## src/sv/mer_pkg.sv

```systemverilog
// Shared types, widths and constants of the midpoint ellipse rasterizer.
package mer_pkg;

	localparam int COORD_BITS = 10;
	localparam int WALK_W     = COORD_BITS + 1;
	localparam int OUT_W      = COORD_BITS + 2;
	localparam int SQ_W       = 2 * COORD_BITS;
	localparam int MUL_W      = 2 * COORD_BITS + 4;
	localparam int DEC_W      = 2 * MUL_W;
	localparam int CFG_IDX_W  = 2;

	localparam logic [CFG_IDX_W-1:0] REG_RADIUS_X = 2'd0;
	localparam logic [CFG_IDX_W-1:0] REG_RADIUS_Y = 2'd1;
	localparam logic [CFG_IDX_W-1:0] REG_CENTER_X = 2'd2;
	localparam logic [CFG_IDX_W-1:0] REG_CENTER_Y = 2'd3;

	localparam logic [COORD_BITS-1:0] CENTER_X_RESET = COORD_BITS'(320);
	localparam logic [COORD_BITS-1:0] CENTER_Y_RESET = COORD_BITS'(240);

	localparam logic [3:0] COL_R1_PP = 4'd2;
	localparam logic [3:0] COL_R1_NP = 4'd3;
	localparam logic [3:0] COL_R1_PN = 4'd4;
	localparam logic [3:0] COL_R1_NN = 4'd5;
	localparam logic [3:0] COL_R2_PP = 4'd6;
	localparam logic [3:0] COL_R2_NP = 4'd7;
	localparam logic [3:0] COL_R2_PN = 4'd8;
	localparam logic [3:0] COL_R2_NN = 4'd9;

	localparam logic [1:0] QUAD_LAST = 2'd3;

	typedef enum logic [3:0] {
		MUL_NONE,
		MUL_RX_RX,
		MUL_RY_RY,
		MUL_RX2_RY,
		MUL_X_RY2,
		MUL_Y_RX2,
		MUL_TX_TX,
		MUL_RY2_P,
		MUL_TY_TY,
		MUL_RX2_P,
		MUL_RX2_RY2
	} mul_op_t;

	typedef enum logic [3:0] {
		ACT_NONE,
		ACT_CAP_RX2,
		ACT_CAP_RY2,
		ACT_INIT,
		ACT_CAP_A,
		ACT_CAP_B,
		ACT_TRANS,
		ACT_X_INC,
		ACT_Y_DEC,
		ACT_XY_STEP,
		ACT_R1_EVEN,
		ACT_R1_DIAG,
		ACT_R2_VERT,
		ACT_R2_DIAG,
		ACT_FIN
	} act_t;

	typedef enum logic [4:0] {
		S_IDLE,
		S_SQX,
		S_SQY,
		S_CAPY,
		S_INIT,
		S_CHECK,
		S_TST1,
		S_TST2,
		S_T1,
		S_T2,
		S_T3,
		S_T4,
		S_T5,
		S_R1,
		S_R1M,
		S_R1A,
		S_R1B,
		S_R1C,
		S_R2,
		S_R2M,
		S_R2A,
		S_R2N,
		S_R2P,
		S_R2Q,
		S_EMIT
	} state_t;

	typedef struct packed {
		mul_op_t    mul_op;
		act_t       act;
		logic [1:0] quad;
	} mer_cmd_t;

	typedef struct packed {
		logic fin;
		logic region2;
		logic dec_neg;
		logic dec_pos;
		logic r1_holds;
	} mer_sts_t;

	typedef struct packed {
		logic       neg_x;
		logic       neg_y;
		logic [3:0] colour;
	} quad_info_t;

	// Mirror signs and palette code of one output pixel of a step.
	function automatic quad_info_t quad_info(input logic region2, input logic [1:0] quad);
		quad_info_t q;
		unique case ({region2, quad})
			3'b000:  q = '{neg_x: 1'b0, neg_y: 1'b0, colour: COL_R1_PP};
			3'b001:  q = '{neg_x: 1'b1, neg_y: 1'b0, colour: COL_R1_NP};
			3'b010:  q = '{neg_x: 1'b0, neg_y: 1'b1, colour: COL_R1_PN};
			3'b011:  q = '{neg_x: 1'b1, neg_y: 1'b1, colour: COL_R1_NN};
			3'b100:  q = '{neg_x: 1'b0, neg_y: 1'b0, colour: COL_R2_PP};
			3'b101:  q = '{neg_x: 1'b1, neg_y: 1'b1, colour: COL_R2_NN};
			3'b110:  q = '{neg_x: 1'b1, neg_y: 1'b0, colour: COL_R2_NP};
			default: q = '{neg_x: 1'b0, neg_y: 1'b1, colour: COL_R2_PN};
		endcase
		return q;
	endfunction

endpackage

```

## src/sv/mer_if.sv

```systemverilog
// Handshake channels of the rasterizer: step ticks in, pixels out.
interface mer_tick_if;
	logic valid;
	logic ready;
	logic restart;

	modport source (output valid, output restart, input ready);
	modport sink (input valid, input restart, output ready);
endinterface

interface mer_pixel_if;
	logic                                   valid;
	logic                                   ready;
	logic signed [mer_pkg::OUT_W-1:0]       pixel_x;
	logic signed [mer_pkg::OUT_W-1:0]       pixel_y;
	logic [3:0]                             colour;
	logic                                   last;
	logic                                   done_res;

	modport source (output valid, output pixel_x, output pixel_y, output colour,
		output last, output done_res, input ready);
	modport sink (input valid, input pixel_x, input pixel_y, input colour,
		input last, input done_res, output ready);
endinterface

```

## src/sv/midpoint_ellipse_rasterizer.sv

```systemverilog
// Top level of the midpoint ellipse rasterizer.
// Usage:
//   Write radius_x, radius_y, center_x, center_y on the cfg port (cfg_we, cfg_idx,
//   cfg_data) while the block is idle. Each transaction on the tick channel advances
//   the ellipse walk by one step; restart=1 reloads the walk from the registers first.
//   A step produces four transactions on the pixel channel (quadrant mirrors with
//   palette codes); last marks the fourth, done_res marks the step that ends the walk.
//   After the walk ends, ticks without restart produce nothing.
// Timing:
//   One step is sequenced through a single shared multiplier with a registered
//   product: arithmetic states run after the tick is taken (restart adds S_INIT,
//   the change from region 1 to 2 adds S_T1 to S_T5), then the four pixels go out.
//   tick.ready is high only between steps. A tick that emits nothing goes back
//   to idle without a pixel transaction. Every step opens by squaring the radii
//   again from the live registers (S_SQX, S_SQY, S_CAPY).
// Reset:
//   Registers take radius 0/0 and center 320/240; the walk is marked finished.
// Stalls:
//   A stalled pixel channel holds the current pixel and no new tick is taken.
module midpoint_ellipse_rasterizer (
	input  logic                            clk,
	input  logic                            arst_n,
	mer_tick_if.sink                        tick,
	mer_pixel_if.source                     pixel,
	input  logic                            cfg_we,
	input  logic [mer_pkg::CFG_IDX_W-1:0]   cfg_idx,
	input  logic [mer_pkg::COORD_BITS-1:0]  cfg_data
);

	mer_pkg::mer_cmd_t cmd;
	mer_pkg::mer_sts_t sts;

	mer_ctrl u_ctrl (
		.clk        (clk),
		.arst_n     (arst_n),
		.in_valid   (tick.valid),
		.in_restart (tick.restart),
		.in_ready   (tick.ready),
		.out_valid  (pixel.valid),
		.out_ready  (pixel.ready),
		.cmd        (cmd),
		.sts        (sts)
	);

	mer_dp u_dp (
		.clk      (clk),
		.arst_n   (arst_n),
		.cfg_we   (cfg_we),
		.cfg_idx  (cfg_idx),
		.cfg_data (cfg_data),
		.cmd      (cmd),
		.sts      (sts),
		.pixel_x  (pixel.pixel_x),
		.pixel_y  (pixel.pixel_y),
		.colour   (pixel.colour),
		.last     (pixel.last),
		.done_res (pixel.done_res)
	);

endmodule

```

## src/sv/mer_dp.sv

```systemverilog
// Datapath: configuration, walk state, shared multiplier and pixel mirroring.
module mer_dp (
	input  logic                                   clk,
	input  logic                                   arst_n,
	input  logic                                   cfg_we,
	input  logic [mer_pkg::CFG_IDX_W-1:0]          cfg_idx,
	input  logic [mer_pkg::COORD_BITS-1:0]         cfg_data,
	input  mer_pkg::mer_cmd_t                      cmd,
	output mer_pkg::mer_sts_t                      sts,
	output logic signed [mer_pkg::OUT_W-1:0]       pixel_x,
	output logic signed [mer_pkg::OUT_W-1:0]       pixel_y,
	output logic [3:0]                             colour,
	output logic                                   last,
	output logic                                   done_res
);

	logic [mer_pkg::COORD_BITS-1:0] radius_x_q, radius_y_q, center_x_q, center_y_q;
	logic [mer_pkg::WALK_W-1:0]     walk_x_q, walk_y_q;
	logic [mer_pkg::DEC_W-1:0]      decision_q;
	logic                           region2_q;
	logic                           fin_q;
	logic [mer_pkg::SQ_W-1:0]       rx2_q, ry2_q;
	logic [mer_pkg::DEC_W-1:0]      prod_q, a_q, b_q;

	logic [mer_pkg::MUL_W-1:0]      mul_a, mul_b;
	logic [mer_pkg::OUT_W-1:0]      tx;
	logic [mer_pkg::WALK_W-1:0]     ty;
	logic [mer_pkg::DEC_W-1:0]      rx2_e, ry2_e, dec_next;
	logic [mer_pkg::OUT_W-1:0]      cx_e, cy_e, x_e, y_e;
	mer_pkg::quad_info_t            qi;

	always_ff @(posedge clk or negedge arst_n) begin
		if (!arst_n) begin
			radius_x_q <= '0;
			radius_y_q <= '0;
			center_x_q <= mer_pkg::CENTER_X_RESET;
			center_y_q <= mer_pkg::CENTER_Y_RESET;
		end else if (cfg_we) begin
			unique case (cfg_idx)
				mer_pkg::REG_RADIUS_X: radius_x_q <= cfg_data;
				mer_pkg::REG_RADIUS_Y: radius_y_q <= cfg_data;
				mer_pkg::REG_CENTER_X: center_x_q <= cfg_data;
				mer_pkg::REG_CENTER_Y: center_y_q <= cfg_data;
			endcase
		end
	end

	assign tx    = {walk_x_q, 1'b1};
	assign ty    = walk_y_q - 1'b1;
	assign rx2_e = mer_pkg::DEC_W'(rx2_q);
	assign ry2_e = mer_pkg::DEC_W'(ry2_q);

	always_comb begin
		mul_a = '0;
		mul_b = '0;
		case (cmd.mul_op)
			mer_pkg::MUL_RX_RX: begin
				mul_a = mer_pkg::MUL_W'(radius_x_q);
				mul_b = mer_pkg::MUL_W'(radius_x_q);
			end
			mer_pkg::MUL_RY_RY: begin
				mul_a = mer_pkg::MUL_W'(radius_y_q);
				mul_b = mer_pkg::MUL_W'(radius_y_q);
			end
			mer_pkg::MUL_RX2_RY: begin
				mul_a = mer_pkg::MUL_W'(rx2_q);
				mul_b = mer_pkg::MUL_W'(radius_y_q);
			end
			mer_pkg::MUL_X_RY2: begin
				mul_a = mer_pkg::MUL_W'(walk_x_q);
				mul_b = mer_pkg::MUL_W'(ry2_q);
			end
			mer_pkg::MUL_Y_RX2: begin
				mul_a = mer_pkg::MUL_W'(walk_y_q);
				mul_b = mer_pkg::MUL_W'(rx2_q);
			end
			mer_pkg::MUL_TX_TX: begin
				mul_a = mer_pkg::MUL_W'(tx);
				mul_b = mer_pkg::MUL_W'(tx);
			end
			mer_pkg::MUL_RY2_P: begin
				mul_a = mer_pkg::MUL_W'(ry2_q);
				mul_b = prod_q[mer_pkg::MUL_W-1:0];
			end
			mer_pkg::MUL_TY_TY: begin
				mul_a = mer_pkg::MUL_W'(ty);
				mul_b = mer_pkg::MUL_W'(ty);
			end
			mer_pkg::MUL_RX2_P: begin
				mul_a = mer_pkg::MUL_W'(rx2_q);
				mul_b = prod_q[mer_pkg::MUL_W-1:0];
			end
			mer_pkg::MUL_RX2_RY2: begin
				mul_a = mer_pkg::MUL_W'(rx2_q);
				mul_b = mer_pkg::MUL_W'(ry2_q);
			end
			default: ;
		endcase
	end

	always_ff @(posedge clk) begin
		if (cmd.mul_op != mer_pkg::MUL_NONE)
			prod_q <= mul_a * mul_b;
		if (cmd.act == mer_pkg::ACT_CAP_RX2)
			rx2_q <= prod_q[mer_pkg::SQ_W-1:0];
		if (cmd.act == mer_pkg::ACT_CAP_RY2)
			ry2_q <= prod_q[mer_pkg::SQ_W-1:0];
		if (cmd.act == mer_pkg::ACT_CAP_A)
			a_q <= prod_q;
		if (cmd.act == mer_pkg::ACT_CAP_B)
			b_q <= prod_q;
	end

	// decision arithmetic is modulo 2^DEC_W, sign in the top bit
	always_comb begin
		dec_next = decision_q;
		case (cmd.act)
			mer_pkg::ACT_INIT:    dec_next = (ry2_e << 2) - (prod_q << 2) + rx2_e;
			mer_pkg::ACT_TRANS:   dec_next = a_q + (b_q << 2) - (prod_q << 2);
			mer_pkg::ACT_R1_EVEN: dec_next = decision_q + (((prod_q << 1) + ry2_e) << 2);
			mer_pkg::ACT_R1_DIAG:
				dec_next = decision_q + (((a_q << 1) - (prod_q << 1) + ry2_e) << 2);
			mer_pkg::ACT_R2_VERT: dec_next = decision_q + ((rx2_e - (prod_q << 1)) << 2);
			mer_pkg::ACT_R2_DIAG:
				dec_next = decision_q + (((a_q << 1) - (prod_q << 1) + rx2_e) << 2);
			default: ;
		endcase
	end

	always_ff @(posedge clk or negedge arst_n) begin
		if (!arst_n) begin
			walk_x_q   <= '0;
			walk_y_q   <= '0;
			decision_q <= '0;
			region2_q  <= 1'b0;
			fin_q      <= 1'b1;
		end else begin
			decision_q <= dec_next;
			case (cmd.act)
				mer_pkg::ACT_INIT: begin
					walk_x_q  <= '0;
					walk_y_q  <= mer_pkg::WALK_W'(radius_y_q);
					region2_q <= 1'b0;
					fin_q     <= (radius_y_q == '0);
				end
				mer_pkg::ACT_TRANS:   region2_q <= 1'b1;
				mer_pkg::ACT_X_INC:   walk_x_q  <= walk_x_q + 1'b1;
				mer_pkg::ACT_Y_DEC:   walk_y_q  <= walk_y_q - 1'b1;
				mer_pkg::ACT_XY_STEP: begin
					walk_x_q <= walk_x_q + 1'b1;
					walk_y_q <= walk_y_q - 1'b1;
				end
				mer_pkg::ACT_FIN:     fin_q <= (walk_y_q == '0);
				default: ;
			endcase
		end
	end

	assign sts.fin      = fin_q;
	assign sts.region2  = region2_q;
	assign sts.dec_neg  = decision_q[mer_pkg::DEC_W-1];
	assign sts.dec_pos  = !decision_q[mer_pkg::DEC_W-1] && (decision_q != '0);
	// region 1 continues while x*ry^2 <= y*rx^2
	assign sts.r1_holds = (a_q <= prod_q);

	assign qi   = mer_pkg::quad_info(region2_q, cmd.quad);
	assign cx_e = mer_pkg::OUT_W'(center_x_q);
	assign cy_e = mer_pkg::OUT_W'(center_y_q);
	assign x_e  = mer_pkg::OUT_W'(walk_x_q);
	assign y_e  = mer_pkg::OUT_W'(walk_y_q);

	assign pixel_x  = qi.neg_x ? cx_e - x_e : cx_e + x_e;
	assign pixel_y  = qi.neg_y ? cy_e - y_e : cy_e + y_e;
	assign colour   = qi.colour;
	assign last     = (cmd.quad == mer_pkg::QUAD_LAST);
	assign done_res = (walk_y_q == '0);

endmodule

```

## src/sv/mer_ctrl.sv

```systemverilog
// Controller: runs one walk step on the datapath; a live walk emits four pixels.
module mer_ctrl (
	input  logic              clk,
	input  logic              arst_n,
	input  logic              in_valid,
	input  logic              in_restart,
	output logic              in_ready,
	output logic              out_valid,
	input  logic              out_ready,
	output mer_pkg::mer_cmd_t cmd,
	input  mer_pkg::mer_sts_t sts
);

	mer_pkg::state_t state_q, state_d;
	logic            restart_q;
	logic [1:0]      quad_q;
	logic            out_hs;

	assign out_hs = out_valid && out_ready;

	always_ff @(posedge clk or negedge arst_n) begin
		if (!arst_n) begin
			state_q   <= mer_pkg::S_IDLE;
			restart_q <= 1'b0;
			quad_q    <= '0;
		end else begin
			state_q <= state_d;
			if (in_valid && in_ready)
				restart_q <= in_restart;
			if (out_hs)
				quad_q <= quad_q + 1'b1;
		end
	end

	always_comb begin
		state_d     = state_q;
		cmd.mul_op  = mer_pkg::MUL_NONE;
		cmd.act     = mer_pkg::ACT_NONE;
		cmd.quad    = quad_q;
		in_ready    = 1'b0;
		out_valid   = 1'b0;
		unique case (state_q)
			mer_pkg::S_IDLE: begin
				in_ready = 1'b1;
				if (in_valid)
					state_d = mer_pkg::S_SQX;
			end
			mer_pkg::S_SQX: begin
				cmd.mul_op = mer_pkg::MUL_RX_RX;
				state_d    = mer_pkg::S_SQY;
			end
			mer_pkg::S_SQY: begin
				cmd.mul_op = mer_pkg::MUL_RY_RY;
				cmd.act    = mer_pkg::ACT_CAP_RX2;
				state_d    = mer_pkg::S_CAPY;
			end
			mer_pkg::S_CAPY: begin
				cmd.act = mer_pkg::ACT_CAP_RY2;
				if (restart_q) begin
					cmd.mul_op = mer_pkg::MUL_RX2_RY;
					state_d    = mer_pkg::S_INIT;
				end else begin
					state_d = mer_pkg::S_CHECK;
				end
			end
			mer_pkg::S_INIT: begin
				cmd.act = mer_pkg::ACT_INIT;
				state_d = mer_pkg::S_CHECK;
			end
			mer_pkg::S_CHECK: begin
				if (sts.fin)
					state_d = mer_pkg::S_IDLE;
				else if (sts.region2)
					state_d = mer_pkg::S_R2;
				else begin
					cmd.mul_op = mer_pkg::MUL_X_RY2;
					state_d    = mer_pkg::S_TST1;
				end
			end
			mer_pkg::S_TST1: begin
				cmd.mul_op = mer_pkg::MUL_Y_RX2;
				cmd.act    = mer_pkg::ACT_CAP_A;
				state_d    = mer_pkg::S_TST2;
			end
			mer_pkg::S_TST2: begin
				if (sts.r1_holds)
					state_d = mer_pkg::S_R1;
				else begin
					cmd.mul_op = mer_pkg::MUL_TX_TX;
					state_d    = mer_pkg::S_T1;
				end
			end
			// region 2 entry: ry2*(2x+1)^2 + 4*rx2*(y-1)^2 - 4*rx2*ry2
			mer_pkg::S_T1: begin
				cmd.mul_op = mer_pkg::MUL_RY2_P;
				state_d    = mer_pkg::S_T2;
			end
			mer_pkg::S_T2: begin
				cmd.mul_op = mer_pkg::MUL_TY_TY;
				cmd.act    = mer_pkg::ACT_CAP_A;
				state_d    = mer_pkg::S_T3;
			end
			mer_pkg::S_T3: begin
				cmd.mul_op = mer_pkg::MUL_RX2_P;
				state_d    = mer_pkg::S_T4;
			end
			mer_pkg::S_T4: begin
				cmd.mul_op = mer_pkg::MUL_RX2_RY2;
				cmd.act    = mer_pkg::ACT_CAP_B;
				state_d    = mer_pkg::S_T5;
			end
			mer_pkg::S_T5: begin
				cmd.act = mer_pkg::ACT_TRANS;
				state_d = mer_pkg::S_R2;
			end
			mer_pkg::S_R1: begin
				cmd.act = mer_pkg::ACT_X_INC;
				state_d = mer_pkg::S_R1M;
			end
			mer_pkg::S_R1M: begin
				cmd.mul_op = mer_pkg::MUL_X_RY2;
				if (sts.dec_neg)
					state_d = mer_pkg::S_R1A;
				else begin
					cmd.act = mer_pkg::ACT_Y_DEC;
					state_d = mer_pkg::S_R1B;
				end
			end
			mer_pkg::S_R1A: begin
				cmd.act = mer_pkg::ACT_R1_EVEN;
				state_d = mer_pkg::S_EMIT;
			end
			mer_pkg::S_R1B: begin
				cmd.mul_op = mer_pkg::MUL_Y_RX2;
				cmd.act    = mer_pkg::ACT_CAP_A;
				state_d    = mer_pkg::S_R1C;
			end
			mer_pkg::S_R1C: begin
				cmd.act = mer_pkg::ACT_R1_DIAG;
				state_d = mer_pkg::S_EMIT;
			end
			mer_pkg::S_R2: begin
				if (sts.dec_pos) begin
					cmd.act = mer_pkg::ACT_Y_DEC;
					state_d = mer_pkg::S_R2M;
				end else begin
					cmd.act = mer_pkg::ACT_XY_STEP;
					state_d = mer_pkg::S_R2N;
				end
			end
			mer_pkg::S_R2M: begin
				cmd.mul_op = mer_pkg::MUL_Y_RX2;
				state_d    = mer_pkg::S_R2A;
			end
			mer_pkg::S_R2A: begin
				cmd.act = mer_pkg::ACT_R2_VERT;
				state_d = mer_pkg::S_EMIT;
			end
			mer_pkg::S_R2N: begin
				cmd.mul_op = mer_pkg::MUL_X_RY2;
				state_d    = mer_pkg::S_R2P;
			end
			mer_pkg::S_R2P: begin
				cmd.mul_op = mer_pkg::MUL_Y_RX2;
				cmd.act    = mer_pkg::ACT_CAP_A;
				state_d    = mer_pkg::S_R2Q;
			end
			mer_pkg::S_R2Q: begin
				cmd.act = mer_pkg::ACT_R2_DIAG;
				state_d = mer_pkg::S_EMIT;
			end
			mer_pkg::S_EMIT: begin
				// walk_y is stable here, so the done flag can be latched every cycle
				cmd.act   = mer_pkg::ACT_FIN;
				out_valid = 1'b1;
				if (out_ready && (quad_q == mer_pkg::QUAD_LAST))
					state_d = mer_pkg::S_IDLE;
			end
			default: state_d = mer_pkg::S_IDLE;
		endcase
	end

	a_no_overlap: assert property (@(posedge clk) disable iff (!arst_n)
		!(in_ready && out_valid))
		else $error("tick accepted while pixels pending");

	a_quad_zero_idle: assert property (@(posedge clk) disable iff (!arst_n)
		in_ready |-> (quad_q == '0))
		else $error("pixel counter not back to zero between steps");

	a_last_ends_step: assert property (@(posedge clk) disable iff (!arst_n)
		(out_hs && (quad_q == mer_pkg::QUAD_LAST)) |=> in_ready)
		else $error("step did not end after fourth pixel");

	a_stall_holds_quad: assert property (@(posedge clk) disable iff (!arst_n)
		(out_valid && !out_ready) |=> (out_valid && $stable(quad_q)))
		else $error("pixel index moved while stalled");

endmodule

```

## src/flat_wrapper.sv

```systemverilog
// flat-port wrapper written by rule: the top's interface ports become plain ports
module midpoint_ellipse_rasterizer_flat 
  (clk, arst_n, cfg_we, cfg_idx, cfg_data, tick_valid, tick_restart, tick_ready, pixel_valid, pixel_pixel_x, pixel_pixel_y, pixel_colour, pixel_last, pixel_done_res, pixel_ready);
  mer_tick_if tick_i ();
  mer_pixel_if pixel_i ();
  input  logic clk;
  input  logic arst_n;
  input  logic cfg_we;
  input  logic [mer_pkg::CFG_IDX_W-1:0] cfg_idx;
  input  logic [mer_pkg::COORD_BITS-1:0] cfg_data;
  input wire logic [$bits(tick_i.valid)-1:0] tick_valid;
  input wire logic [$bits(tick_i.restart)-1:0] tick_restart;
  output wire logic [$bits(tick_i.ready)-1:0] tick_ready;
  output wire logic [$bits(pixel_i.valid)-1:0] pixel_valid;
  output wire logic [$bits(pixel_i.pixel_x)-1:0] pixel_pixel_x;
  output wire logic [$bits(pixel_i.pixel_y)-1:0] pixel_pixel_y;
  output wire logic [$bits(pixel_i.colour)-1:0] pixel_colour;
  output wire logic [$bits(pixel_i.last)-1:0] pixel_last;
  output wire logic [$bits(pixel_i.done_res)-1:0] pixel_done_res;
  input wire logic [$bits(pixel_i.ready)-1:0] pixel_ready;
  assign tick_i.valid = tick_valid;
  assign tick_i.restart = tick_restart;
  assign tick_ready = tick_i.ready;
  assign pixel_valid = pixel_i.valid;
  assign pixel_pixel_x = pixel_i.pixel_x;
  assign pixel_pixel_y = pixel_i.pixel_y;
  assign pixel_colour = pixel_i.colour;
  assign pixel_last = pixel_i.last;
  assign pixel_done_res = pixel_i.done_res;
  assign pixel_i.ready = pixel_ready;
  midpoint_ellipse_rasterizer u_core (.clk(clk), .arst_n(arst_n), .tick(tick_i), .pixel(pixel_i), .cfg_we(cfg_we), .cfg_idx(cfg_idx), .cfg_data(cfg_data));
endmodule
```

## config.mk

```make
export PLATFORM = sky130hd
export DESIGN_NAME = midpoint_ellipse_rasterizer_flat
export DESIGN_NICKNAME = d
export VERILOG_FILES = /design/src/sv/mer_pkg.sv /design/src/sv/mer_if.sv /design/src/sv/midpoint_ellipse_rasterizer.sv /design/src/sv/mer_dp.sv /design/src/sv/mer_ctrl.sv /design/src/flat_wrapper.sv
export SDC_FILE = /design/constraint.sdc
export NUM_CORES = 2
export LEC_CHECK = 0
export BUFFER_PORTS_ARGS = -buffer_cell sky130_fd_sc_hd__buf_2
export CAP_MARGIN = 20
export CORE_AREA = 2 2 292 294
export CTS_CLUSTER_SIZE = 30
export DETAILED_ROUTE_END_ITERATION = 8
export DIE_AREA = 0 0 294 296
export PLACE_DENSITY = 0.71
export SETUP_SLACK_MARGIN = 0.05
export SLEW_MARGIN = 20
export SYNTH_ARGS = -nofsm -noshare
export SYNTH_HDL_FRONTEND = slang
export SYNTH_SLANG_ARGS = --single-unit
```

## constraint.sdc

```tcl
create_clock -name clk -period 23.2 [get_ports clk]
set_input_delay 4.64 -clock clk [delete_from_list [all_inputs] [get_ports clk]]
set_output_delay 4.64 -clock clk [all_outputs]
set_load 0.05 [all_outputs]
```

==> run metrics <==
share of layout cells above drive strength 1=5.679%; relative slew slack=20.35%; Hold Crit Class=reg -> reg; fin. max-slew vios=0; largest net degree at the start of global routing=60; Post-synth ARST share=40.00%; Clock Latency Late Sink=0.60 ns; Avg Inst Size Synth=around 8.4 um2; wire length per cell=23.14 um; max cap viols=0; H-tree levels=2; Period minus WS final=about 13 ns; vias=40240; failing checks=DRC; GR Overflow Total=0; peak fanout along the critical path=20; Detail Route Antenna Nets=0; post-detail-place hpwl=121300 um; Row Count=107; Post-synth EDFFs=180; CTS buffer count=39; reg-to-reg startpoint=u_core.u_dp.prod_q[21]; initial antenna violation count=0; area leader, netlist=fa_1; Synth area leaders=fa_1, edfxtp_1, ha_1; I/O pin total=50; FF/Latch Area=~8400 um2; syn_nets=6360; Die Wd=294 um; global placer's final weighted congestion=1.016; top cells by count, synth=inv_1, nand2_1, nor2_1; nets=6284; largest stage delay on the critical path=0.84 ns; f_max=77.95 MHz; clk_skew=0.03733 ns; router iterations before antenna repair=9; Setup Fix Bufs, Post-CTS=0; area of the multi-input gates=around 33000 um2; Slowest cell on crit path=edfxtp_1; status=complete, but fails checks; Netlist Area Pre-Place=45820 um2; Core Area=84210 um2; worst-case reg-to-reg path depth=39; drt via density=6.161; cell seen most often among critical-path stages=fa_1; top-count cell post-synth=inv_1; Main synth FF type=edfxtp_1; data required time of the worst path=23.50 ns; Final Hold Fails=0; Die H=296 um; register clock-pin slew on the reported worst setup and hold paths=0.06 ns; CP Launch Type=flop; post-synth cell types=96; global-route wire length before repair=231300 um; hold depth=0; Fillers=7686; Setup TNS Final=0 ns; Final Setup Violations=0; initial core utilization=54.42%; flip-flop and latch count after synthesis=300; r2r endpoint=u_core.u_dp.prod_q[43]; Worst Hold Endpoint=u_core.u_dp.a_q[46]; hold_sp=u_core.u_dp.prod_q[46]; final wirelength=151100 um; Die Area=87020 um2; root buf cell=clkbuf_16; Setup CP Type=reg -> reg; Yosys top cell area share=20.23%; WP data arrival=about 13 ns; Clock Sinks=300; total global-route track usage=34.85%; port bufs=49; DR DRC count=17; hold_buf cts=0; RSZ-0062 raised after global routing=no; vias in the first global route=39030; slew at the pin closest to its max-slew limit=about 1.2 ns; Gates resized, CTS repair=0; synth warn=0; Crit. End Element=flop; Area Growth Syn to Fin=5.841%; cells after synthesis=between 5000 and 6000; sequential-to-total area share from yosys stat=18.37%; period utilization=55.30%; clock buffer depth=3; Initial DRC Count=4622; reg-to-reg slack, setup=between 10 and 15 ns; CTS tree=done
-- layout make-up --
class	count	share of cell area (%)
clock inverters	28	0.6372
diodes	1	0.005160
multi-input cells	4099	68.87
clock buffers	44	2.180
repair buffers	113	1.509
inverters	857	6.633
well taps	1090	2.812
flip-flops and latches	300	17.35
-- per-layer routing --
layer	share of wire (%)	GRT usage [%]
met1	43	50.10
met2	42	51.52
met3	11	7.367
met4	4.2	13.24
met5	0	0
-- kinds of logic (layout without fill, tap and decap cells) --
logic type,count (synthesis),after routing,synth area share (%)
compound gates,1169,1169,16.68
xor+xnor,342,342,6.537
fa+ha+maj,856,856,30.96
buf+inv,1087,1042,8.956
flops,300,300,18.37
mux,72,72,1.720
other cells,0,1,0
simple gates,1660,1660,16.78
-- how the worst max path moves through the flow --
stage,from,end,slack [ns],cells past startpoint
floorplan,u_core.u_ctrl.state_q[0],u_core.u_dp.prod_q[39],12.02,37
global placement,u_core.u_dp.prod_q[21],u_core.u_dp.prod_q[39],10.88,40
detailed placement,u_core.u_dp.prod_q[21],u_core.u_dp.prod_q[43],10.61,39
CTS,u_core.u_dp.prod_q[21],u_core.u_dp.prod_q[43],10.56,39
global route,u_core.u_dp.prod_q[21],u_core.u_dp.prod_q[43],9.64,39
finish,u_core.u_dp.prod_q[21],u_core.u_dp.prod_q[43],10.37,39
-- cell usage in the layout (no fill, tap or decap), drive strengths merged, types with 44 or more instances in the layout --
cell type  instances
xnor2            243
nand3             90
edfxtp           180
a21oi            348
a21o             131
nor3              90
and2              63
ha               393
nand2b            68
nor2             484
fa               463
clkbuf            44
nand4             54
nand2            573
nor2b             47
o21ai            239
inv              861
and3              51
buf              113
dfrtp            113
mux2              51
xor2              99
-- sequential cells by signal, summed over array words and instances (netlist names) --
register / flops
u_core.u_ctrl.quad_q: 2
u_core.u_dp.radius_y_q: 10
u_core.u_dp.a_q: 47
u_core.u_dp.center_x_q: 10
u_core.u_dp.radius_x_q: 10
u_core.u_dp.walk_y_q: 11
u_core.u_ctrl.restart_q: 1
u_core.u_dp.rx2_q: 20
u_core.u_dp.decision_q: 48
u_core.u_ctrl.state_q: 5
u_core.u_dp.b_q: 46
u_core.u_dp.center_y_q: 10
u_core.u_dp.fin_q: 1
u_core.u_dp.walk_x_q: 11
u_core.u_dp.ry2_q: 20
u_core.u_dp.prod_q: 47
u_core.u_dp.region2_q: 1
-- worst max-delay path, delay by kind of cell (launching register included) --
kind / cells / cell delay (ns)
AOI/OAI and AO/OA: 20 / 5.65
xor gates and xnor gates: 1 / 0.12
adders and majority gates: 9 / 4.13
buffers and inverters: 5 / 0.65
DFF: 1 / 0.84
and+or+nand+nor: 4 / 1.16
-- through the flow --
step / std cells / cell area, um2 / hold slack [ns] / utilization, % / worst slack, ns
after global routing: 6531 / 48500 / 0.5076 / 57.59 / 9.643
after global placement: 6458 / 47120 / 0.4554 / 55.95 / 10.88
after CTS: 6530 / 48490 / 0.4860 / 57.58 / 10.56
after floorplan: 5486 / 45820 / 0.4264 / - / 12.02
final: 6532 / 48500 / 0.4798 / 57.59 / 10.37
after detailed placement: 6458 / 47120 / 0.4753 / 55.95 / 10.61
Power is not shown: default switching activity piles up to over one toggle a cycle in this logic, so the estimate is an artifact.
